## src/rtl/core/nctt_pkg.sv

```systemverilog
// Shared types and constants for the nearest-centroid topic tracker.
// Used by the controller, the datapath and the top level; depends on nothing.
package nctt_pkg;

    localparam int NUM_CENTROIDS      = 4;
    localparam int MAX_TOPICS_DEFAULT = 4;
    localparam int TOPIC_W            = 2;
    localparam int CNT_W              = 3;
    localparam int WEIGHT_W           = 16;
    localparam int FREQ_W             = 16;
    localparam int ALPHA_W            = 16;
    localparam int WARMUP_W           = 16;
    localparam int MULT_W             = 16;
    localparam int CFG_IDX_W          = 3;
    localparam int CFG_DATA_W         = 64;

    localparam logic [FREQ_W-1:0]  FREQ_ONE    = 16'hFFFF;
    localparam logic [ALPHA_W-1:0] ALPHA_RESET = 16'd6554;

    // configuration register indexes
    localparam logic [CFG_IDX_W-1:0] REG_CENTROID_0 = 3'd0;
    localparam logic [CFG_IDX_W-1:0] REG_CENTROID_3 = 3'd3;
    localparam logic [CFG_IDX_W-1:0] REG_ACTIVE     = 3'd4;
    localparam logic [CFG_IDX_W-1:0] REG_ALPHA      = 3'd5;
    localparam logic [CFG_IDX_W-1:0] REG_WARMUP     = 3'd6;
    localparam logic [CFG_IDX_W-1:0] REG_MULT_TABLE = 3'd7;

    typedef struct packed {
        logic               load;    // capture the weight
        logic               measure; // distance compare for topic idx
        logic               mul;     // form alpha * (target - f) for topic idx
        logic               upd;     // write back frequency, running argmax
        logic               finish;  // dominant check, load result register
        logic [TOPIC_W-1:0] idx;
    } nctt_cmd_t;

    typedef struct packed {
        logic [CNT_W-1:0] topic_cnt;
        logic             none_active;
    } nctt_status_t;

endpackage

```

## src/rtl/core/nctt_datapath.sv

```systemverilog
// Datapath of the topic tracker: configuration registers, topic frequencies,
// distance compare, EMA multiply/update and the result register. Uses nctt_pkg.
module nctt_datapath
    import nctt_pkg::*;
#(
    parameter int MAX_TOPICS = MAX_TOPICS_DEFAULT
)
(
    input  logic                        clk,
    input  logic                        rst_n,
    input  logic                        cfg_we,
    input  logic [CFG_IDX_W-1:0]        cfg_index,
    input  logic [CFG_DATA_W-1:0]       cfg_data,
    input  logic signed [WEIGHT_W-1:0]  weight,
    input  nctt_cmd_t                   cmd,
    output nctt_status_t                status,
    output logic                        no_topics,
    output logic [TOPIC_W-1:0]          nearest_topic,
    output logic                        dominant_changed,
    output logic                        had_previous,
    output logic [TOPIC_W-1:0]          previous_dominant,
    output logic [TOPIC_W-1:0]          new_dominant,
    output logic [MULT_W-1:0]           new_multiplier
);

    localparam int SLOTS = (MAX_TOPICS < NUM_CENTROIDS) ? MAX_TOPICS : NUM_CENTROIDS;
    localparam int IW    = (SLOTS > 1) ? $clog2(SLOTS) : 1;
    localparam int DIST_W = WEIGHT_W + 1;
    localparam int PROD_W = 2 * (FREQ_W + 1);
    localparam int NF_W   = FREQ_W + 3;

    // configuration
    logic signed [WEIGHT_W-1:0] centroid_reg [NUM_CENTROIDS];
    logic [CNT_W-1:0]           active_reg;
    logic [ALPHA_W-1:0]         alpha_reg;
    logic [WARMUP_W-1:0]        warmup_reg;
    logic [CFG_DATA_W-1:0]      mult_table_reg;

    // tracking state
    logic [FREQ_W-1:0]          freq_reg [SLOTS];
    logic                       dom_valid_reg;
    logic [TOPIC_W-1:0]         dom_idx_reg;
    logic [WARMUP_W-1:0]        items_reg;

    // per-item working registers
    logic signed [WEIGHT_W-1:0] weight_reg;
    logic [DIST_W-1:0]          near_gap_reg;
    logic [TOPIC_W-1:0]         best_reg;
    logic signed [PROD_W-1:0]   prod_reg;
    logic [FREQ_W-1:0]          max_reg;
    logic [TOPIC_W-1:0]         top_reg;

    // result register
    logic                       no_topics_reg;
    logic [TOPIC_W-1:0]         nearest_reg;
    logic                       changed_reg;
    logic                       had_prev_reg;
    logic [TOPIC_W-1:0]         prev_dom_reg;
    logic [TOPIC_W-1:0]         new_dom_reg;
    logic [MULT_W-1:0]          new_mult_reg;

    logic [CNT_W-1:0]           topic_cnt;
    logic signed [DIST_W-1:0]   diff;
    logic [DIST_W-1:0]          abs_diff;
    logic [FREQ_W-1:0]          f_cur;
    logic signed [FREQ_W:0]     target;
    logic signed [FREQ_W:0]     ema_err;
    logic signed [PROD_W-1:0]   delta_full;
    logic signed [NF_W-1:0]     nf;
    logic [FREQ_W-1:0]          nf_clamped;
    logic [WARMUP_W-1:0]        items_next;
    logic                       tracking;
    logic                       changed;

    assign topic_cnt = (active_reg > CNT_W'(SLOTS)) ? CNT_W'(SLOTS) : active_reg;
    assign status.topic_cnt   = topic_cnt;
    assign status.none_active = (topic_cnt == '0);

    // distance to centroid idx
    assign diff     = DIST_W'(weight_reg) - DIST_W'(centroid_reg[cmd.idx]);
    assign abs_diff = diff[DIST_W-1] ? DIST_W'(-diff) : DIST_W'(diff);

    // EMA step toward 1.0 for the nearest topic, toward 0 for the rest
    assign f_cur      = freq_reg[cmd.idx[IW-1:0]];
    assign target     = (cmd.idx == best_reg) ? $signed({1'b0, FREQ_ONE}) : '0;
    assign ema_err    = target - $signed({1'b0, f_cur});
    assign delta_full = prod_reg >>> 16;
    assign nf         = $signed({3'b000, f_cur}) + NF_W'(delta_full);
    assign nf_clamped = nf[NF_W-1] ? '0 :
                        (nf > $signed({3'b000, FREQ_ONE})) ? FREQ_ONE : nf[FREQ_W-1:0];

    assign items_next = (items_reg == '1) ? items_reg : items_reg + WARMUP_W'(1);
    assign tracking   = (items_next >= warmup_reg);
    assign changed    = tracking && (!dom_valid_reg || (top_reg != dom_idx_reg));

    always_ff @(posedge clk or negedge rst_n)
    begin
        if (!rst_n)
        begin
            for (int i = 0; i < NUM_CENTROIDS; i++)
            begin
                centroid_reg[i] <= '0;
            end
            active_reg     <= '0;
            alpha_reg      <= ALPHA_RESET;
            warmup_reg     <= '0;
            mult_table_reg <= '0;
            for (int i = 0; i < SLOTS; i++)
            begin
                freq_reg[i] <= '0;
            end
            dom_valid_reg <= 1'b0;
            dom_idx_reg   <= '0;
            items_reg     <= '0;
        end
        else if (cfg_we)
        begin
            unique case (cfg_index)
                REG_ACTIVE:     active_reg     <= cfg_data[CNT_W-1:0];
                REG_ALPHA:      alpha_reg      <= cfg_data[ALPHA_W-1:0];
                REG_WARMUP:     warmup_reg     <= cfg_data[WARMUP_W-1:0];
                REG_MULT_TABLE: mult_table_reg <= cfg_data;
                default:        centroid_reg[cfg_index[TOPIC_W-1:0]] <= cfg_data[WEIGHT_W-1:0];
            endcase
            // any write restarts tracking
            for (int i = 0; i < SLOTS; i++)
            begin
                freq_reg[i] <= '0;
            end
            dom_valid_reg <= 1'b0;
            dom_idx_reg   <= '0;
            items_reg     <= '0;
        end
        else
        begin
            if (cmd.upd)
            begin
                freq_reg[cmd.idx[IW-1:0]] <= nf_clamped;
            end
            if (cmd.finish && !status.none_active)
            begin
                items_reg <= items_next;
                if (changed)
                begin
                    dom_valid_reg <= 1'b1;
                    dom_idx_reg   <= top_reg;
                end
            end
        end
    end

    // working and result registers carry no reset
    always_ff @(posedge clk)
    begin
        if (cmd.load)
        begin
            weight_reg <= weight;
        end
        if (cmd.measure && ((cmd.idx == '0) || (abs_diff < near_gap_reg)))
        begin
            near_gap_reg <= abs_diff;
            best_reg     <= cmd.idx;
        end
        if (cmd.mul)
        begin
            prod_reg <= $signed({1'b0, alpha_reg}) * ema_err;
        end
        if (cmd.upd && ((cmd.idx == '0) || (nf_clamped > max_reg)))
        begin
            max_reg <= nf_clamped;
            top_reg <= cmd.idx;
        end
        if (cmd.finish)
        begin
            if (status.none_active)
            begin
                no_topics_reg <= 1'b1;
                nearest_reg   <= '0;
                changed_reg   <= 1'b0;
                had_prev_reg  <= 1'b0;
                prev_dom_reg  <= '0;
                new_dom_reg   <= '0;
                new_mult_reg  <= '0;
            end
            else
            begin
                no_topics_reg <= 1'b0;
                nearest_reg   <= best_reg;
                changed_reg   <= changed;
                had_prev_reg  <= changed && dom_valid_reg;
                prev_dom_reg  <= (changed && dom_valid_reg) ? dom_idx_reg : '0;
                new_dom_reg   <= changed ? top_reg : '0;
                new_mult_reg  <= changed ? mult_table_reg[{top_reg, 4'b0000} +: MULT_W] : '0;
            end
        end
    end

    assign no_topics         = no_topics_reg;
    assign nearest_topic     = nearest_reg;
    assign dominant_changed  = changed_reg;
    assign had_previous      = had_prev_reg;
    assign previous_dominant = prev_dom_reg;
    assign new_dominant      = new_dom_reg;
    assign new_multiplier    = new_mult_reg;

endmodule

```

## config.mk

```make
export PLATFORM = sky130hd
export DESIGN_NAME = nctt_datapath
export DESIGN_NICKNAME = d
export VERILOG_FILES = /design/src/rtl/core/nctt_pkg.sv /design/src/rtl/core/nctt_datapath.sv
export SDC_FILE = /design/constraint.sdc
export NUM_CORES = 1
export LEC_CHECK = 0
export BUFFER_PORTS_ARGS = -buffer_cell sky130_fd_sc_hd__buf_2
export CAP_MARGIN = 15
export CORE_MARGIN = 8
export CORE_UTILIZATION = 44
export DETAILED_ROUTE_END_ITERATION = 12
export GPL_TIMING_DRIVEN = 0
export PLACE_DENSITY_LB_ADDON = 0.1
export SYNTH_ARGS = -nofsm -noshare
export SYNTH_HDL_FRONTEND = slang
export SYNTH_SLANG_ARGS = --single-unit
```

## constraint.sdc

```tcl
create_clock -name clk -period 8.78 [get_ports clk]
set_clock_uncertainty 0.2 [all_clocks]
set_input_delay 0.878 -clock clk [delete_from_list [all_inputs] [get_ports clk]]
set_output_delay 0.878 -clock clk [all_outputs]
set_load 0.01 [all_outputs]
```

==> Yosys cells after proc, flatten, opt, wreduce, memory -nomap -nowiden <==
Cells that the tools add are included.
Widths: inputs -> output; s select.
{ "word_totals": {"register_bits": 358, "latch_bits": 0, "ram_bits": 0, "mem_bits_ro": 0, "input_bits": 93, "output_inout_bits": 29, "elab_cells": 111, "memories": 0} }
{ "op_classes": {"n_addsub": 5, "n_mul": 1, "div": 0, "magnitude_cmp": 9, "n_eq_ne": 7, "shifts": 1, "n_mux": 29, "bitwise": 5, "n_reduce_logical": 26} }
{ "op_table": {"columns": ["cell", "n"], "rows": [
  ["$mux 16", 12],
  ["$bwmux 64", 2],
  ["$mux 64", 2],
  ["$bmux 16 s2", 2],
  ["$demux 16 s2", 2],
  ["$shiftx 64x7->16", 1],
  ["$mul 17x17->34", 1],
  ["$sub 16x16->17", 2],
  ["$add 17x18->19", 1],
  ["$gt 19x17->1 const B", 1],
  ["$lt 17x17->1", 1],
  ["$mux 17", 1],
  ["$neg 17->17", 1],
  ["$add 16x1->16 const B", 1],
  ["$eq 16x16->1 const B", 1],
  ["$ge 16x16->1", 1],
  ["$gt 16x16->1", 1],
  ["$eq 3x3->1 const B", 4],
  ["$reduce_and 2->1", 6],
  ["$logic_and 1x1->1", 7],
  ["$ge 3x3->1 const B", 2],
  ["$lt 3x1->1 const B", 2],
  ["$mux 2", 3],
  ["$not 2->3", 2],
  ["other kinds (13)", 24]
]} }

==> Logic depth before layout (Yosys ltp) <==
Gate-level depths: netlist (run 1).
{ "depth": {"depth_word": 11, "depth_mapped": 38, "ltp_nobuf": 36} }

==> Worst setup path after synthesis (run 1) <==
No wires, ideal clock.
{ "synth_path": {"path_type": "input-to-reg", "startpoint": "input port cmd[0] (netlist bit)", "endpoint": "register prod_reg[33] (data pin)", "setup_time_ps": 266, "arrival_ps": 9725, "required_time_ps": 8314, "setup_slack_ps": -1410, "path_stages": 32, "n_path_buf": 3, "cell_sequence": "buf_6 buf_1 mux4_2 inv_1 ha_1 nor2b_1 o21a_1 o211ai_1 a2111oi_0 nor4b_2 nor4_1 o41a_1 or3_1 buf_2 and3_1 fa_1 fa_1 fa_1 fa_1 fa_1 inv_1 fa_1 inv_1 ha_1 a211oi_1 nor3b_1 a32o_1 o21ai_0 a31o_2 a41o_1 nor4_1 nor3_1"} }
{ "synth_via": {"elab_chain_len": 6, "elab_cells_between_ends": 8, "cone_classes": "add/sub: 1; mul: 1; eq/ne: 1; mux: 4; bitwise: 1"} }
{ "synth_rtl": {"columns": ["element", "line_no", "rtl"], "rows": [
  ["start, declared", "nctt_datapath.sv:15", "input nctt_cmd_t cmd,"],
  ["$not 2->3 (not written as such)", "nctt_datapath.sv:84", "assign f_cur = freq_reg[cmd.idx[IW-1:0]];"],
  ["$bmux 16 s2", "nctt_datapath.sv:84", null],
  ["$mux 16 (not written as such) (2 in series)", "nctt_datapath.sv:84", null],
  ["$sub 16x16->17 *", "nctt_datapath.sv:86", "assign ema_err = target - $signed({1'b0, f_cur});"],
  ["$mul 17x17->34 *", "nctt_datapath.sv:166", "prod_reg <= $signed({1'b0, alpha_reg}) * ema_err;"],
  ["end signal, assigned", "nctt_datapath.sv:166", null],
  ["end, declared", "nctt_datapath.sv:49", "logic signed [PROD_W-1:0] prod_reg;"]
]} }
Mark *: on every way between the ends. The rest lies on a longest branch, timed or not. The select of a mux whose other input is x is not followed.
A chain may end at the register's enable or synchronous reset.

==> Worst setup path in the final report (run 1) <==
Ends and elaborated chain as after synthesis.

==> results of run 1 <==
## synth_stat cells (all sizes together), types with 35 or more instances
master / n / area share [%]
ha: 220 / 10
nand3: 43 / 0.80
edfxtp: 96 / 11
xnor2: 57 / 1.9
nand2: 240 / 3.4
o21ai: 95 / 1.8
clkbuf: 72 / 1.0
fa: 211 / 16
inv: 347 / 4.9
xor2: 35 / 1.1
mux4: 48 / 4.1
dfrtp: 239 / 22
and2: 108 / 2.5
mux2: 165 / 6.9
nor2: 101 / 1.4
a21oi: 65 / 1.2
## kinds of logic after synthesis
kind of cell / Yosys count
AOI/OAI and AO/OA: 329
xor gates and xnor gates: 92
adders and majority gates: 431
buffers and inverters: 437
DFF: 342
muxes: 214
and+or+nand+nor: 648
## worst register-to-register path, delay by kind of cell, from the launching register on
| family | cells | cell delay, ns |
|---|---|---|
| AND/OR/NAND/NOR | 8 | 1.09 |
| AO/OA/AOI/OAI | 11 | 2.43 |
| XOR/XNOR | 2 | 0.55 |
| buffers and inverters | 6 | 0.51 |
| adder cells (fa/ha/maj) | 8 | 3.56 |
| flip-flops | 1 | 0.44 |
## routing by layer
layer | wire length, um | vias up | part of all wire [%]
met2 | 34200 | 452 | 47
li1 | - | 8859 | -
met5 | 0 | - | 0
met4 | 2270 | 0 | 3.1
met3 | 3350 | 137 | 4.6
met1 | 32500 | 9672 | 45
## worst paths after layout
check                              from                  to  slack [ns]
max                              cmd[0]        prod_reg[33]       -0.43
min                        freq_reg[13]        freq_reg[13]        0.27
max reg2reg                 best_reg[1]        prod_reg[33]       -0.29
min reg2reg                freq_reg[13]        freq_reg[13]        0.27
max in group asynchronous         rst_n  mult_table_reg[35]        6.36
min in group asynchronous         rst_n    centroid_reg[58]        0.61
## what timing repair did
| item | 4_1_cts | 5_1_grt |
|---|---|---|
| gates resized for setup | 99 | 39 |
| setup buffers | 51 | 13 |
| pin swaps | 51 | 26 |
| endpoints found under the hold margin | 38 | 0 |
| hold buffers | 1 | 0 |
| setup endpoints to repair | 18 | 18 |
| cloned | 1 | 0 |
## area by class of cell
cell class	instances	area, um2
fill	5432	29000
multi-input combinational	1715	16700
sequential	342	9050
inverter	349	1320
timing repair buffer	191	1290
clock buffer	61	1250
tap	782	978
buffer	86	512
clock inverter	14	154
## metrics by stage
step	std cells	setup TNS (ns)	setup WS [ns]
final	3540	-3.97	-0.434
after global routing	3540	-8.51	-0.728
after CTS	3525	-3.63	-0.407
after detailed placement	3398	-31.20	-2.21
after global placement	3392	-46.36	-2.07
after floorplan	2493	-1.80	-0.420
==> qor.txt, run 1 <==
Vias in the first global route - 20,395
GRT met2 Usage - 34.6%
Worst r2r path cells - 35
Routed len/inst - 20.4 um
Simple-Gate Fraction of Synth Area - 11.9%
Core Area - 0.0602 mm2
Worst setup EP type - register
Commonest non-fill, non-tap cell in the layout - inv_1
Yosys Warn Count - 0
Clock root buffer - clkbuf_16
Initial antenna violation count - 2
Port Buffers - 117
Die W - 263 um
Met3 global-route usage - 3.11%
Design Area, Final - 0.0312 mm2
Die height - 263 um
Net count after synthesis - 3,017
Tcrit/Tclk final - 105%
Failing checks - negative setup slack
Unique cell type count in the Yosys netlist - 71
Async SR Flop Fraction - 71.9%
WL final - 72.4 mm
Synth Instances - 2,493
Post-synth EDFFs - 96
Util after Layout - 51.9%
Commonest non-fill, non-tap cells in the layout - 339 x inv_1, 239 x dfrtp_1, 238 x nand2_1
Antenna cell count - 0
Hold Crit Depth - 2
First-pass GRT wire length - 116 mm
Largest net degree at the start of global routing - 120
Slew Viols, Final - 0
Final ANT Viol Nets - 0
Slowest CP cell - mux4_2
Ports - 122
Register area share after synthesis - 33.8%
Hold WC Path Type - register to register
Worst slew pin tran - 0.981 ns
Crit-path leading delay family - adder cells
Rows - 90
Final net count - 3,250
Data arrival, critical path - 9.31 ns
GP Congestion - 0.873
Vias per inst - 5.40
Crit path kind - input pin to register
Hold slack final - 0.272 ns
Final Hold Viols - 0
GR Util met1 - 28.4%
CTS tree - built
CTS H-Tree Depth - 2
Die area - 0.0690 mm2
Highest Clock Rate - 0.109 GHz
Startpoint types - input pin
RSZ-0062 raised after global routing - yes
Req. time, crit path - 8.87 ns
Adder-Cell Fraction of Synth Area - 26.1%
Slew margin rel. - 34.1%
XOR/XNOR Fraction of Synth Area - 3.01%
Clock buffer depth - 3
Synth Area in Compound Gates - 7.99%
Mux contribution to synthesized area - 11.0%
DR vias - 19,120
Setup violators final - 15
Layout area overhead - 16.7%
Crit path max fanout - 4
Most used routing layer - met2
Critical Path Max Stage Delay - 0.54 ns
Synthesized area - 0.0268 mm2
#FFs+latches synth - 342
Clk pin slew, worst setup/hold paths - 0.06 ns
Outcome - finished, violations left
Num CTS Buffers - 41
Worst path depth - 37
Worst skew pair latency - 0.57 ns
Main synth FF type - dfrtp_1
Iter 0 DRT Violations - 1,104
Cell mode on critical path - fa_1
Initial core utilization - 44.4%
Max-Cap Viols - 0
DRT Pass-1 Iters - 5
Bufs and invs on worst path - 10
Min Clock Period, post-route - 9.21 ns
Post-DP Area - 0.0286 mm2
PnR worst setup slack - -0.434 ns
Synth Area per Inst - 10.7 um2
Global route overflow - 0
Clock Sinks - 342
# DRC - 0
Hpwl dp - 55.1 mm
Largest family of logic cells by synthesized area - adder cells
Gr usage total - 21.0%
Fraction of layout cells with a size suffix above 1 - 21.5%
Power of run 1 is left out: the tool's default activity adds up to more than one toggle a clock period on the data nets, which glitch-free logic cannot reach.
==> run 2, diff against run 1 <==
--- a/config.mk
+++ b/config.mk
@@ -8,7 +8,7 @@
 export BUFFER_PORTS_ARGS = -buffer_cell sky130_fd_sc_hd__buf_2
 export CAP_MARGIN = 15
 export CORE_MARGIN = 8
-export CORE_UTILIZATION = 44
+export CORE_UTILIZATION = 40
 export DETAILED_ROUTE_END_ITERATION = 12
 export GPL_TIMING_DRIVEN = 0
 export PLACE_DENSITY_LB_ADDON = 0.1
==> qor.txt, run 2 (synthesized netlist as in run 1, its figures left out) <==
Ports - 122 (unchanged)
# DRC - 0 (unchanged)
Slowest CP cell - fa_1 (was mux4_2)
Tcrit/Tclk final - 105% (about the same)
Setup violators final - 12 (was 15)
PnR worst setup slack - -0.475 ns (was -0.434 ns)
Vias per inst - 5.23 (was 5.40)
Die height - 275 um (was 263 um)
Top Layer Used - met4 (unchanged)
Iter 0 DRT Violations - 1,024 (was 1,104)
R2R setup slack - -0.32 ns (was -0.29 ns)
Failing checks - negative setup slack (unchanged)
Wire length on met1 - 32.3 mm (was 32.5 mm)
Worst skew pair latency - 0.57 ns (about the same)
Fill count - 6,228 (was 5,432)
Final net count - 3,233 (was 3,250)
Num CTS Buffers - 39 (was 41)
Initial core utilization - 40.2% (was 44.4%)
Met3 wire length - 3.81 mm (was 3.35 mm)
Final ANT Viol Nets - 0 (unchanged)
Startpoint types - input pin (unchanged)
Quantity of hold-fixing buffers added after cts - 0 (was 1)
Slew Viols, Final - 0 (unchanged)
Outcome - finished, violations left (unchanged)
DRT Pass-1 Iters - 5 (unchanged)
First-pass GRT wire length - 116 mm (about the same)
Die area - 0.0755 mm2 (was 0.0690 mm2)
Fraction of layout cells with a size suffix above 1 - 21.2% (was 21.5%)
Hpwl dp - 56.1 mm (was 55.1 mm)
Global route overflow - 0 (unchanged)
Clock buffer depth - 3 (unchanged)
Port Buffers - 117 (unchanged)
WL final - 73.2 mm (was 72.4 mm)
Clock root buffer - clkbuf_16 (unchanged)
Req. time, crit path - 8.90 ns (was 8.87 ns)
Highest Clock Rate - 0.108 GHz (was 0.109 GHz)
Max-Cap Viols - 0 (unchanged)
Cell mode on critical path - fa_1 (unchanged)
Gr usage total - 19.8% (was 21.0%)
Commonest non-fill, non-tap cells in the layout - 338 x inv_1, 239 x nand2_1, 239 x dfrtp_1 (was 339 x inv_1, 239 x dfrtp_1, 238 x nand2_1)
Die W - 275 um (was 263 um)
Post-DP Area - 0.0287 mm2 (was 0.0286 mm2)
Vias in the first global route - 20,539 (was 20,395)
Worst r2r path cells - 33 (was 35)
Final Hold Viols - 0 (unchanged)
Largest net degree at the start of global routing - 88 (was 120)
Worst slew pin tran - 1.02 ns (was 0.981 ns)
WL met2 - 34.8 mm (was 34.2 mm)
CTS H-Tree Depth - 2 (unchanged)
Crit path from - cmd[0] (unchanged)
Worst slack at placement - -2.33 ns (was -2.21 ns)
Slew margin rel. - 32.3% (was 34.1%)
Crit path max fanout - 6 (was 4)
Core Area - 0.0667 mm2 (was 0.0602 mm2)
Initial antenna violation count - 4 (was 2)
Worst setup EP type - register (unchanged)
RSZ-0062 raised after global routing - yes (unchanged)
GP Congestion - 0.867 (was 0.873)
Clock Sinks - 342 (unchanged)
Hold WC Path Type - input pin to asynchronous set/reset pin (was register to register)
CTS tree - built (unchanged)
R2r endpoint - prod_reg[32] (was prod_reg[33])
Layout area overhead - 16.8% (was 16.7%)
Min Clock Period, post-route - 9.25 ns (was 9.21 ns)
Clk pin slew, worst setup/hold paths - 0.08 ns (was 0.06 ns)
Rows - 95 (was 90)
Design Area, Final - 0.0313 mm2 (was 0.0312 mm2)
R2r startpoint - best_reg[0] (was best_reg[1])
Commonest non-fill, non-tap cell in the layout - inv_1 (unchanged)
Data arrival, critical path - 9.38 ns (was 9.31 ns)
Crit path kind - input pin to register (unchanged)
DR vias - 18,904 (was 19,120)
Routed len/inst - 20.3 um (was 20.4 um)
Critical Path Max Stage Delay - 0.59 ns (was 0.54 ns)
==> run 2: metal layers <==
metal,global-route usage [%],vias up
li1,-,8830
met1,26.2,9548
met2,32.8,417
met3,3.59,109
met4,6.12,0
met5,0,-
==> run 2: final cells by class <==
class	count	area, um2	area share (%)
flip-flops and latches	342	9050	28.9
well taps	873	1090	3.49
diodes	1	2.50	0.00800
plain buffers	86	503	1.61
inverters	349	1320	4.23
clock inverters	16	191	0.612
repair buffers	176	1180	3.77
clock buffers	56	1200	3.84
multi-input cells	1715	16700	53.5
==> run 2: how the worst max path moves through the flow <==
stage / to / slack, ns / cells after the start
global placement: prod_reg[33] / -2.17 / 34
global route: prod_reg[32] / -0.73 / 37
finish: prod_reg[32] / -0.47 / 35
detailed placement: prod_reg[33] / -2.33 / 34
CTS: prod_reg[33] / -0.40 / 34
floorplan: prod_reg[33] / -0.42 / 35
==> run 2: worst max-delay path: cells and delay by family <==
kind / cells / cell delay (ns)
buffers and inverters: 9 / 1.00
xor gates and xnor gates: 1 / 0.09
adders and majority gates: 8 / 3.48
muxes: 1 / 0.54
and+or+nand+nor: 5 / 1.00
AOI/OAI and AO/OA: 11 / 2.39
==> run 2: timing repair <==
item                       CTS  global route
pin swaps                   46            39
setup buffers               39            12
setup endpoints to repair   18            18
gates resized for setup     94            51
gates cloned                 1             0
==> run 2: metrics by stage <==
step	hold slack [ns]	util [%]	std cells	TNS, ns
2_1_floorplan	0.242	-	2493	-1.80
3_3_place_gp	0.258	42.9	3483	-50.21
3_5_place_dp	0.266	43.1	3490	-33.61
4_1_cts	0.136	46.4	3601	-2.49
5_1_grt	0.167	46.9	3613	-7.76
6_report	0.137	46.9	3614	-3.82
Power of run 2 is left out for the same reason.
