<file path="src/rtl/core/nctt_pkg.sv">
// Shared types and constants for the nearest-centroid topic tracker.
// Used by the controller, the datapath and the top level; depends on nothing.
package nctt_pkg;

    localparam int NUM_CENTROIDS      = 4;
    localparam int MAX_TOPICS_DEFAULT = 4;
    localparam int TOPIC_W            = 2;
    localparam int CNT_W              = 3;
    localparam int WEIGHT_W           = 16;
    localparam int FREQ_W             = 16;
    localparam int ALPHA_W            = 16;
    localparam int WARMUP_W           = 16;
    localparam int MULT_W             = 16;
    localparam int CFG_IDX_W          = 3;
    localparam int CFG_DATA_W         = 64;

    localparam logic [FREQ_W-1:0]  FREQ_ONE    = 16'hFFFF;
    localparam logic [ALPHA_W-1:0] ALPHA_RESET = 16'd6554;

    // configuration register indexes
    localparam logic [CFG_IDX_W-1:0] REG_CENTROID_0 = 3'd0;
    localparam logic [CFG_IDX_W-1:0] REG_CENTROID_3 = 3'd3;
    localparam logic [CFG_IDX_W-1:0] REG_ACTIVE     = 3'd4;
    localparam logic [CFG_IDX_W-1:0] REG_ALPHA      = 3'd5;
    localparam logic [CFG_IDX_W-1:0] REG_WARMUP     = 3'd6;
    localparam logic [CFG_IDX_W-1:0] REG_MULT_TABLE = 3'd7;

    typedef struct packed {
        logic               load;    // capture the weight
        logic               measure; // distance compare for topic idx
        logic               mul;     // form alpha * (target - f) for topic idx
        logic               upd;     // write back frequency, running argmax
        logic               finish;  // dominant check, load result register
        logic [TOPIC_W-1:0] idx;
    } nctt_cmd_t;

    typedef struct packed {
        logic [CNT_W-1:0] topic_cnt;
        logic             none_active;
    } nctt_status_t;

endpackage

</file>
<file path="src/rtl/core/nctt_ctrl.sv">
// Sequencer for the topic tracker: walks the topics for distance, then for
// the frequency update, then issues the finish step. Uses nctt_pkg.
module nctt_ctrl
    import nctt_pkg::*;
(
    input  logic         clk,
    input  logic         rst_n,
    input  logic         in_valid,
    output logic         in_stall,
    output logic         out_valid,
    input  logic         out_stall,
    input  nctt_status_t status,
    output nctt_cmd_t    cmd
);

    typedef enum logic [2:0] {
        S_IDLE,
        S_DIST,
        S_MUL,
        S_UPD,
        S_FINISH
    } state_t;

    state_t             state_reg, state_next;
    logic [TOPIC_W-1:0] idx_reg, idx_next;
    logic               out_valid_reg, out_valid_next;
    logic               last;
    logic               can_emit;

    assign last     = (idx_reg == TOPIC_W'(status.topic_cnt - CNT_W'(1)));
    assign can_emit = !out_valid_reg || !out_stall;
    assign in_stall  = (state_reg != S_IDLE);
    assign out_valid = out_valid_reg;

    always_comb
    begin
        state_next     = state_reg;
        idx_next       = idx_reg;
        out_valid_next = out_valid_reg && out_stall;
        cmd            = '0;
        cmd.idx        = idx_reg;
        unique case (state_reg)
            S_IDLE:
            begin
                if (in_valid)
                begin
                    cmd.load   = 1'b1;
                    idx_next   = '0;
                    state_next = status.none_active ? S_FINISH : S_DIST;
                end
            end
            S_DIST:
            begin
                cmd.measure = 1'b1;
                if (last)
                begin
                    idx_next   = '0;
                    state_next = S_MUL;
                end
                else
                begin
                    idx_next = idx_reg + TOPIC_W'(1);
                end
            end
            S_MUL:
            begin
                cmd.mul    = 1'b1;
                state_next = S_UPD;
            end
            S_UPD:
            begin
                cmd.upd = 1'b1;
                if (last)
                begin
                    state_next = S_FINISH;
                end
                else
                begin
                    idx_next   = idx_reg + TOPIC_W'(1);
                    state_next = S_MUL;
                end
            end
            S_FINISH:
            begin
                // wait here while the previous result is still held
                if (can_emit)
                begin
                    cmd.finish     = 1'b1;
                    out_valid_next = 1'b1;
                    state_next     = S_IDLE;
                end
            end
            default:
            begin
                state_next = S_IDLE;
            end
        endcase
    end

    always_ff @(posedge clk or negedge rst_n)
    begin
        if (!rst_n)
        begin
            state_reg     <= S_IDLE;
            idx_reg       <= '0;
            out_valid_reg <= 1'b0;
        end
        else
        begin
            state_reg     <= state_next;
            idx_reg       <= idx_next;
            out_valid_reg <= out_valid_next;
        end
    end

endmodule

</file>
<file path="config.mk">
export PLATFORM = sky130hd
export DESIGN_NAME = nctt_ctrl
export DESIGN_NICKNAME = d
export VERILOG_FILES = /design/src/rtl/core/nctt_pkg.sv /design/src/rtl/core/nctt_ctrl.sv
export SDC_FILE = /design/constraint.sdc
export NUM_CORES = 1
export LEC_CHECK = 0
export BUFFER_PORTS_ARGS = -buffer_cell sky130_fd_sc_hd__buf_2
export CAP_MARGIN = 15
export CORE_AREA = 2 2 39 41
export CTS_BUF_LIST = sky130_fd_sc_hd__clkbuf_2 sky130_fd_sc_hd__clkbuf_4 sky130_fd_sc_hd__clkbuf_8
export DETAILED_ROUTE_END_ITERATION = 10
export DIE_AREA = 0 0 41 43
export RECOVER_POWER = 50
export SLEW_MARGIN = 0
export SYNTH_ARGS = -nofsm -noshare
export SYNTH_HDL_FRONTEND = slang
export SYNTH_SLANG_ARGS = --single-unit
export TNS_END_PERCENT = 20
</file>
<file path="constraint.sdc">
create_clock -name clk -period 1.8 [get_ports clk]
set_clock_uncertainty 0.05 [all_clocks]
set_input_delay 0.09 -clock clk [delete_from_list [all_inputs] [get_ports clk]]
set_output_delay 0.09 -clock clk [all_outputs]
set_load 0.05 [all_outputs]
</file>
Word-level counts from Yosys, hierarchy flattened:

Index checks and enable logic that the tools add are counted.

* memory bits (writable): 0
* flip-flop bits (word level): 6
* memories kept: 0
* logic and storage cells: 42
* bits in read-only memories: 0
* latch bits: 0

* bitwise operators: 0
* eq/ne operators: 9
* shift-type cells: 0
* $lt $le $gt $ge: 0
* add/sub/neg operators: 2
* reduce and logical (&&, ||, !) cells: 9
* $mul: 0
* muxes and demuxes: 19
* div/mod/pow operators: 0

Operators with widths (count)
* $mux W3: 5
* $pmux W3 S5: 1
* $mux W1: 9
* $ne A2 B2 Y1 const B: 4
* $eq A3 B2 Y1 const B: 2
* $mux W2: 3
* $pmux W2 S3: 1
* $reduce_and A3 Y1: 2
* $reduce_bool A3 Y1: 2
* $eq A3 B1 Y1 const B: 1
* $eq A3 B3 Y1 const B: 1
* $logic_not A3 Y1: 1
* $add A2 B1 Y2 const B: 1
* $eq A2 B2 Y1: 1
* $logic_not A1 Y1: 2
* $sub A2 B1 Y2 const B: 1
* $logic_and A1 B1 Y1: 1
* $logic_or A1 B1 Y1: 1

Depth between registers and ports, before layout:

Gate-level depths: netlist of the first run.

* word-level depth: 4
* mapped depth: 5
* gate-level depth less buffers: 4

Worst setup path after synthesis of the first run:

No wires, ideal clock.

* kind: flip-flop to output port
* start point: register state_reg[2]
* end point: output cmd[6] in the netlist's numbering
* data arrival time: 1.894 ns
* stages on the path, launching flop included: 4
* slack: -0.234 ns
* required time: 1.660 ns
* cells stage by stage: dfrtp_1 -> clkbuf_1 -> or3_1 -> nor2_1

RTL lines
* start: declaration: line nctt_ctrl.sv:24 `state_t state_reg, state_next;`
* start signal: assignment: line nctt_ctrl.sv:110 `state_reg <= state_next;`
* end: declaration: line nctt_ctrl.sv:13 `output nctt_cmd_t cmd`

==> results of run 1 <==
==> synth_stat cells, types with 2 or more instances <==
| master | number |
|---|---|
| inv_1 | 3 |
| nor2_1 | 5 |
| nand2b_1 | 4 |
| o21ai_1 | 2 |
| dfrtp_1 | 6 |
| clkbuf_1 | 3 |
| nand2_1 | 4 |
| a21oi_1 | 5 |
==> routing by layer <==
layer / wire [um] / global-route usage (%)
met2: 329 / 14.1
met4: 9 / 10.0
met1: 336 / 14.9
met3: 41 / 1.57
met5: 0 / 0
==> worst max-delay path, stage by stage, from the launching register on <==
cell	delay [ns]
dfrtp_1	0.49
or3_1	0.44
nor2_2	0.08
buf_2	0.26
==> area by class of cell <==
cell class / count / share of cell area (%)
Clock buffer: 3 / 4.42
Timing Repair Buffer: 16 / 15.7
Sequential cell: 6 / 29.5
Inverter: 3 / 2.21
Tap cell: 16 / 3.93
Multi-Input combinational cell: 35 / 44.2
==> layout by cell type, fill, tap and decap left out, drive strengths merged, types with 2 or more instances in the layout <==
master,instances
dfrtp,6
o21ai,2
nand2,4
mux2i,2
inv,3
clkbuf,7
nand2b,4
a21oi,5
nor2,5
buf,11
==> per-stage QoR <==
stage	worst slack [ns]	hold slack (ns)	utilization, %	TNS (ns)	cell area [sq um]
CTS	0.155	0.0283	37.2	0	514
detailed placement	0.293	-0.134	34.8	0	482
finish	0.167	0.0312	36.8	0	509
global route	0.0569	0.0583	36.8	0	509
floorplan	-0.0197	-0.256	-	-0.0197	398
global placement	0.310	-0.137	34.8	0	482
==> worst paths after layout <==
kind / slack [ns] / cells past startpoint / end
max in group asynchronous: 1.27 / 2 / idx_reg[1]$_DFFE_PN0P_
worst max-delay path: 0.17 / 3 / cmd[6]
min in group asynchronous: 0.20 / 2 / out_valid$_DFF_PN0_
worst min register to register: 0.47 / 2 / out_valid$_DFF_PN0_
worst max register to register: 0.29 / 4 / state_reg[1]$_DFFE_PN0P_
worst min-delay path: 0.03 / 3 / out_valid$_DFF_PN0_
==> timing repair <==
item,CTS,global route
hold endpoints to repair,6,0
setup endpoints to repair,0,0
hold buffers,1,0
==> kinds of logic after synthesis <==
kind of cell              after synthesis
AOI/OAI and AO/OA                      13
DFF                                     6
buffers and inverters                   6
xor gates and xnor gates                1
muxes                                   2
and+or+nand+nor                        19
==> summary.md, run 1 <==
| Metric | Value |
|---|---|
| Outcome | `finished clean` |
| Tot GR Track Use | `10.9%` |
| FF+latch count, synth | `6` |
| WL per Instance | `9.08 um` |
| DR pass1 iterations | `2` |
| Post-CTS setup buffer count | `0` |
| Initial DRC count | `2` |
| Worst Setup SP | `state_reg[2]$_DFFE_PN0P_` |
| Critical path type | `register to output port` |
| Antenna violations before repair | `0` |
| Fin cells | `79` |
| Clock Tree Root | `clkbuf_4` |
| Io pins | `17` |
| Final hold violation count | `0` |
| Max FFs per register | `3` |
| CTS tree | `built` |
| Max frequency | `612 MHz` |
| Main combinational cell family by area after synthesis | `simple AND/OR/NAND/NOR gates` |
| H-tree levels | `1` |
| Post-Syn Area | `390 sq um` |
| Synth Area in XOR/XNOR | `2.24%` |
| Tcrit/Tclk final | `90.7%` |
| Crit end category | `output port` |
| Syn Nets | `55` |
| Remaining antenna violation count | `0` |
| Post-Synth Simple-Gate Area | `24.4%` |
| Relative slew slack | `60.8%` |
| Synth cell types | `23` |
| Beginning of the worst hold path | `out_stall` |
| Fill cells | `149` |
| Max-cap violations | `0` |
| DR vias/cell | `4.62` |
| Setup-failing EPs final | `0` |
| Cell count after synthesis | `47` |
| Core ar. | `1380 sq um` |
| Syn. warnings | `0` |
| Final WL | `717 um` |
| Prevailing post-synth register cell | `dfrtp_1` |
| GPL Wtd Cong | `0.568` |
| RSZ-0062 raised after global routing | `no` |
| Synth area leaders | `dfrtp_1 38%, a21oi_1 6.4%, nand2b_1 6.4%, nor2_1 4.8%, nand2_1 3.8%` |
| Clock Path Buffers | `2` |
| Die height | `43 um` |
| Critical Path RT | `1.66 ns` |
| HPWL Detailed | `598 um` |
| Vias | `365` |
| Sequential element share of the synthesized area | `38.5%` |
| Crit path max fanout | `11` |
| Startpoint Class | `register` |
| Actual slew at the worst max-slew pin | `0.591 ns` |
| Clk slew on worst S/H paths | `0.04 ns` |
| Final min period | `1.63 ns` |
| Yosys top cell area share | `38.5%` |
| Dpl cells | `75` |
| Post-synthesis compound-gate area fraction | `23.1%` |
| Largest net degree at the start of global routing | `12` |
| Synth area leader | `dfrtp_1` |
| Area growth from synthesis to layout | `30.4%` |
| Mux contribution to synthesized area | `6.09%` |
| Worst min-delay path class | `input pin to register` |
| Reg-to-reg critical path startpoint | `idx_reg[1]$_DFFE_PN0P_` |
| CTS sink cnt | `6` |
| GRT Residual Overflow | `0` |
| Die area | `1760 sq um` |
| Die width | `41 um` |
| Share of layout cells above drive strength 1 | `28.6%` |
| Synth Area per Inst | `8.31 sq um` |
| Number of global-route vias before repair | `340` |
| Multi-input combinational cell area | `225 sq um` |
| CTS Buf Count | `3` |
| Later-pin clock latency in the skew report | `0.23 ns` |
| First-pass GRT wire length | `1280 um` |
| PortBufs | `15` |
| Post-Synth Adder-Cell Area | `0%` |
| Post-layout nets | `73` |
| DRC Markers | `0` |
| Initial Util | `28.2%` |
| Post-synthesis async set-or-reset flop share | `100%` |
| Antenna fix cells | `0` |
| FF+latch area | `150 sq um` |
| Max-slew violations | `0` |
| CP Data Arrival Time | `1.49 ns` |
| Row Count | `14` |
| CTS resizes | `0` |
| Number of flops mapped to enable cells by yosys | `0` |
Power of run 1 is left out: the tool's default activity adds up to more than one toggle a clock period on the data nets, which glitch-free logic cannot reach.
==> inputs of run 2 (changes only) <==
Clock period 1.8 ns to 1.5 ns, I/O delays scaled along.
==> summary.md, run 2 (synthesis results as in run 1) <==
| Metric | Value |
|---|---|
| Crit end category | `output port` |
| WL per Instance | `9.18 um (+1.2%)` |
| Row Count | `14 (unchanged)` |
| Cell-internal power | `0.678 mW` |
| Sequential Power Share | `24.2%` |
| Critical Path RT | `1.37 ns (-0.29 ns)` |
| First-pass GRT wire length | `1150 um (-10%)` |
| Antenna fix cells | `0 (unchanged)` |
| Max incr delay on CP | `0.44 ns (-0.05 ns)` |
| Pwr Total | `1.47 mW` |
| CTS sink cnt | `6 (unchanged)` |
| Clk slew on worst S/H paths | `0.04 ns (about the same)` |
| Fin util | `41.7% (+4.9 points)` |
| CTS Buf Count | `3 (unchanged)` |
| Startpoint Class | `register` |
| Sw Ratio | `54.0%` |
| Share of layout cells above drive strength 1 | `41.8% (+13 points)` |
| Outcome | `finished clean` |
| WHS | `0.0144 ns (-0.0167 ns)` |
| Post-layout nets | `77 (+5.5%)` |
| Wl on met1 | `343 um (+2.1%)` |
| Max-slew violations | `0 (unchanged)` |
| Initial Util | `28.2% (unchanged)` |
| HPWL Detailed | `617 um (+3.1%)` |
| PortBufs | `15 (unchanged)` |
| Max FFs per register | `3 (unchanged)` |
| Met3 wire length | `41 um (unchanged)` |
| Die height | `43 um (unchanged)` |
| Top sig layer | `met4` |
| Final WL | `762 um (+6.3%)` |
| Slowest CP cell | `dfrtp_2` |
| Final min period | `1.45 ns` |
| Number of global-route vias before repair | `311 (-8.5%)` |
| Io pins | `17 (unchanged)` |
| PwrDens | `2550 nW/um^2` |
| Commonest non-fill, non-tap cell in the layout | `buf_2` |
| Relative slew slack | `60.8% (about the same)` |
| Metal2 WL | `368 um (+12%)` |
| Later-pin clock latency in the skew report | `0.23 ns (about the same)` |
| Setup-failing EPs final | `0 (unchanged)` |
| Clock share of power | `9.4%` |
| Critical path type | `register to output port` |
| Dpl cells | `77 (+2.7%)` |
| H-tree levels | `1 (unchanged)` |
| Remaining antenna violation count | `0 (unchanged)` |
| DRC Markers | `0 (unchanged)` |
| Final hold violation count | `0 (unchanged)` |
| R2r setup slk | `0.11 ns (-0.18 ns)` |
| Leak pwr | `0.257 nW` |
| Clock Tree Root | `clkbuf_4` |
| Tot GR Track Use | `10.0% (-0.91 points)` |
| Max frequency | `689 MHz` |
| Area growth from synthesis to layout | `47.8%` |
| Die width | `41 um (unchanged)` |
| Initial DRC count | `3 (+1)` |
| Vias | `392 (+7.4%)` |
| Maximum VDD drop | `0.627 mV` |
| Actual slew at the worst max-slew pin | `0.590 ns (-0.000626 ns)` |
| Multi-input combinational cell area | `250 sq um (+11%)` |
| Tcrit/Tclk final | `96.7%` |
| GRT Residual Overflow | `0 (unchanged)` |
| CTS tree | `built` |
| Die area | `1760 sq um (unchanged)` |
| GPL Wtd Cong | `0.603 (+6.3%)` |
| Crit path max fanout | `7 (-4)` |
| Combinational fraction of design power | `66.4%` |
| Antenna violations before repair | `0 (unchanged)` |
| CP Data Arrival Time | `1.33 ns (-0.16 ns)` |
| DR pass1 iterations | `2 (unchanged)` |
| NetSw | `0.795 mW` |
| Fin cells | `83 (+5.1%)` |
| Fill cells | `156 (+4.7%)` |
| Critical Path, Cell by Cell | `or3_4 -> nor2_4 -> buf_6` |
| DR vias/cell | `4.72 (+2.2%)` |
| Max-cap violations | `0 (unchanged)` |
| Worst min-delay path class | `input pin to register` |
| Largest net degree at the start of global routing | `10 (-2)` |
| FF+latch area | `154 sq um (+2.5%)` |
| Commonest non-fill, non-tap cells in the layout | `9 x buf_2, 5 x a21oi_1, 5 x buf_4` |
| Clock Path Buffers | `2 (unchanged)` |
| Core ar. | `1380 sq um (unchanged)` |
-- run 2: area by class of cell --
| cell class | count | area share [%] |
|---|---|---|
| clock buffers | 3 | 3.90 |
| inverters | 3 | 1.95 |
| multi-input cells | 35 | 43.4 |
| flip-flops and latches | 6 | 26.7 |
| well taps | 16 | 3.47 |
| repair buffers | 20 | 20.6 |
-- run 2: what timing repair did --
item | 4_1_cts | 5_1_grt
hold endpoints to repair | 6 | 0
buffers inserted | 0 | 2
hold buffers | 1 | 0
resized for setup | 4 | 7
setup endpoints to repair | 2 | 2
cloned | 0 | 0
pin swaps | 0 | 0
-- run 2: through the flow --
| stage | instance area [sq um] | setup TNS, ns | setup slack, ns |
|---|---|---|---|
| after floorplan | 398 | -1.14 | -0.305 |
| after global placement | 497 | 0 | 0.0897 |
| after detailed placement | 497 | 0 | 0.0779 |
| after CTS | 538 | 0 | 0.00305 |
| after global routing | 577 | -0.00764 | -0.00764 |
| final | 577 | 0 | 0.0488 |
-- run 2: layer usage --
metal	vias up	global-route usage [%]
met5	-	0
met3	2	1.57
met1	178	12.3
li1	204	-
met2	8	13.8
met4	0	10.0
-- run 2: final timing paths --
check,from,endpoint,cells after the start
worst max-delay path,state_reg[2]$_DFFE_PN0P_,cmd[6],3
worst min-delay path,out_stall,out_valid$_DFF_PN0_,3
worst max register to register,idx_reg[1]$_DFFE_PN0P_,state_reg[0]$_DFFE_PN0P_,5
worst min register to register,out_valid$_DFF_PN0_,out_valid$_DFF_PN0_,2
max in group asynchronous,rst_n,state_reg[1]$_DFFE_PN0P_,2
min in group asynchronous,rst_n,out_valid$_DFF_PN0_,2
-- run 2: power by group through the flow --
stage	Combinational (mW)	Clock, mW	Sequential (mW)
after CTS	0.900	0.146	0.346
final	0.977	0.139	0.356
after global routing	1.07	0.158	0.371
after floorplan	0.644	0	0.389
after detailed placement	0.881	0	0.341
after global placement	0.875	0	0.339
-- run 2: worst max-delay path: cells and delay by family, from the launching register on --
family	cells	cell delay [ns]
DFF	1	0.44
and+or+nand+nor	2	0.50
buffers and inverters	1	0.16
No activity file was read; power rests on OpenSTA's default activity.
==> inputs of run 3 (changes only) <==
Settings changed: ABC_AREA set to 1.
==> summary.md, run 3 <==
| Metric | Value |
|---|---|
| Initial DRC count | `6 (+3)` |
| Syn. warnings | `0 (unchanged)` |
| Post-Syn Area | `439 sq um (+13%)` |
| Post-layout nets | `100 (+30%)` |
| Tot GR Track Use | `12.6% (+2.6 points)` |
| Yosys top cell area share | `34.2% (-4.3 points)` |
| Commonest non-fill, non-tap cells in the layout | `27 x nand2_1, 10 x buf_2, 9 x inv_1` |
| Reg-to-reg critical path startpoint | `state_reg[1]$_DFFE_PN0P_` |
| Met2 usage | `19.4% (+5.6 points)` |
| Prevailing post-synth register cell | `dfrtp_1` |
| CTS sink cnt | `6 (unchanged)` |
| Tcrit/Tclk final | `94.8% (-1.9 points)` |
| Crit end category | `output port` |
| HPWL Detailed | `768 um (+24%)` |
| FF+latch count, synth | `6 (unchanged)` |
| Met1 usage | `14.8% (+2.5 points)` |
| Initial Util | `31.7% (+3.5 points)` |
| Vias | `475 (+21%)` |
| CP Data Arrival Time | `1.30 ns (-0.03 ns)` |
| Relative slew slack | `61.0% (+0.21 points)` |
| First-pass GRT wire length | `1500 um (+30%)` |
| Critical Path RT | `1.37 ns (about the same)` |
| WL per Instance | `9.29 um (+1.2%)` |
| Main combinational cell family by area after synthesis | `simple AND/OR/NAND/NOR gates` |
| CTS Buf Count | `3 (unchanged)` |
| Critical path type | `register to output port` |
| Max frequency | `703 MHz (+2.1%)` |
| DR pass1 iterations | `3 (+1)` |
| Synth area leaders | `dfrtp_1 34%, nand2_1 23%, inv_1 7.7%, nand3_1 6.8%, nor2_1 4.3%` |
| Antenna fix cells | `0 (unchanged)` |
| Max-slew violations | `0 (unchanged)` |
| Synth Area per Inst | `6.36 sq um (-23%)` |
| CTS tree | `built` |
| Die height | `43 um (unchanged)` |
| Number of flops mapped to enable cells by yosys | `0 (unchanged)` |
| Final min period | `1.42 ns (-0.0292 ns)` |
| Max-cap violations | `0 (unchanged)` |
| Clock Tree Root | `clkbuf_4` |
| Grt met3 use | `3.14% (+1.6 points)` |
| H-tree levels | `1 (unchanged)` |
| Sequential element share of the synthesized area | `34.2% (-4.3 points)` |
| PwrDens | `2520 nW/um^2 (-1.4%)` |
| Outcome | `finished clean` |
| DR vias/cell | `4.48 (-5.1%)` |
| Worst min-delay path class | `input pin to register` |
| TNS Setup | `0 ns (unchanged)` |
| Remaining antenna violation count | `0 (unchanged)` |
| GR peak layer | `met2` |
| GPL Wtd Cong | `0.787 (+30%)` |
| Synth cell types | `16 (-30%)` |
| Number of global-route vias before repair | `427 (+37%)` |
| Fill cells | `161 (+3.2%)` |
| Clk slew on worst S/H paths | `0.04 ns (about the same)` |
| Top cells by count, synth | `27 x nand2_1, 9 x inv_1, 6 x dfrtp_1, 6 x nand3_1, 5 x nor2_1` |
| Crit path max fanout | `5 (-2)` |
| Final WL | `985 um (+29%)` |
| Antenna violations before repair | `0 (unchanged)` |
| GRT Residual Overflow | `0 (unchanged)` |
| Startpoint Class | `register` |
| Most common cell in the synthesized netlist | `nand2_1` |
| Crit path capture | `cmd[5]` |
| Maximum VDD drop | `1.04 mV (+66%)` |
| R2r setup slk | `0.25 ns (+0.14 ns)` |
| Mux contribution to synthesized area | `0% (-6.1 points)` |
| Final hold violation count | `0 (unchanged)` |
| Largest net degree at the start of global routing | `8 (-2)` |
| Actual slew at the worst max-slew pin | `0.587 ns (-0.00317 ns)` |
| Post-Synth Adder-Cell Area | `0% (unchanged)` |
| Pre-CTS worst setup slack | `0.201 ns (+0.124 ns)` |
| Die width | `41 um (unchanged)` |
| Clock Path Buffers | `2 (unchanged)` |
| Leak pwr | `0.359 nW (+40%)` |
| Cell count after synthesis | `69 (+47%)` |
| RSZ-0062 raised after global routing | `yes` |
| Worst Setup SP | `state_reg[1]$_DFFE_PN0P_` |
| Syn Nets | `77 (+40%)` |
| Terminus of the critical flop-to-flop path | `state_reg[2]$_DFFE_PN0P_` |
| Final worst setup slack | `0.0780 ns (+0.0292 ns)` |
| Core ar. | `1380 sq um (unchanged)` |
| Row Count | `14 (unchanged)` |
| Die area | `1760 sq um (unchanged)` |
| Post-synthesis async set-or-reset flop share | `100% (unchanged)` |
| Share of layout cells above drive strength 1 | `36.7% (-5.1 points)` |
| Synth area leader | `dfrtp_1` |
| Later-pin clock latency in the skew report | `0.24 ns (about the same)` |
| Post-synthesis compound-gate area fraction | `6.84% (-16 points)` |
| Synth Area in XOR/XNOR | `1.99% (-0.25 points)` |
| R2R depth | `5 (unchanged)` |
| Setup-failing EPs final | `0 (unchanged)` |
| Commonest non-fill, non-tap cell in the layout | `nand2_1` |
| Max FFs per register | `3 (unchanged)` |
| PortBufs | `15 (unchanged)` |
| Area growth from synthesis to layout | `39.0%` |
| DRC Markers | `0 (unchanged)` |
| Post-Synth Simple-Gate Area | `45.9% (+22 points)` |
| Beginning of the worst hold path | `out_stall` |
| Io pins | `17 (unchanged)` |
==> run 3: changes by cell type in the layout (fill, tap and decap cells not counted), moves of 2 or more <==
cell	change
nand2_1	+23
inv_1	+6
nand3_1	+5
a21oi_1	-4
inv_2	+4
nand2b_1	-4
nor2_2	+3
buf_4	-2
clkbuf_1	-2
==> run 3: cells by family (layout without fill, tap and decap cells) <==
logic type,Yosys count,count (layout)
buffers and inverters,13,34
and+or+nand+nor,44,44
DFF,6,6
xor gates and xnor gates,1,1
AOI/OAI and AO/OA,5,5
==> run 3: critical path, cell delays in order, from the launching register on <==
cell and delay [ns]:
dfrtp_2 0.43, buf_4 0.16, nor3_4 0.23, buf_4 0.24
==> run 3: layout make-up <==
| class | instances | area [sq um] | share of cell area [%] |
|---|---|---|---|
| flip-flops and latches | 6 | 154 | 25.2 |
| multi-input cells | 50 | 256 | 42.0 |
| well taps | 16 | 20.0 | 3.28 |
| clock buffers | 3 | 22.5 | 3.69 |
| inverters | 13 | 48.8 | 7.99 |
| repair buffers | 18 | 109 | 17.8 |
==> run 3: how the worst min path moves through the flow <==
stage                              to  depth (start not counted)
2_1_floorplan  idx_reg[0]$_DFFE_PN0P_                          0
3_3_place_gp      out_valid$_DFF_PN0_                          1
3_5_place_dp      out_valid$_DFF_PN0_                          1
4_1_cts           out_valid$_DFF_PN0_                          3
5_1_grt           out_valid$_DFF_PN0_                          3
6_report          out_valid$_DFF_PN0_                          3
==> run 3: through the flow <==
step | hold WS, ns | power (mW) | utilization, % | std cells | area, sq um
2_1_floorplan | -0.271 | 1.11 | - | 69 | 448
3_3_place_gp | -0.148 | 1.30 | 39.2 | 100 | 543
3_5_place_dp | -0.148 | 1.31 | 39.2 | 100 | 543
4_1_cts | 0.00524 | 1.48 | 42.1 | 104 | 583
5_1_grt | 0.0246 | 1.65 | 44.1 | 106 | 611
6_report | 0.00592 | 1.54 | 44.1 | 106 | 611
==> run 3: repair_timing <==
| action | 4_1_cts | 5_1_grt |
|---|---|---|
| hold endpoints to repair | 6 | 0 |
| setup endpoints to repair | 1 | 2 |
| hold buffers | 1 | 0 |
| pin swaps | 0 | 1 |
| buffers inserted | 0 | 2 |
| gates resized for setup | 2 | 8 |
| gates cloned | 0 | 0 |
==> run 3: power by group <==
group	leakage, nW	switching [mW]	internal, mW
clock network	0.0138	0.0538	0.0902
registers	0.0751	0.0974	0.239
logic	0.270	0.743	0.312
==> run 3: per-layer routing <==
metal | routed length [um] | share of wire, %
met2 | 492 | 50
met4 | 0 | 0
met5 | 0 | 0
met3 | 43 | 4.4
met1 | 448 | 45
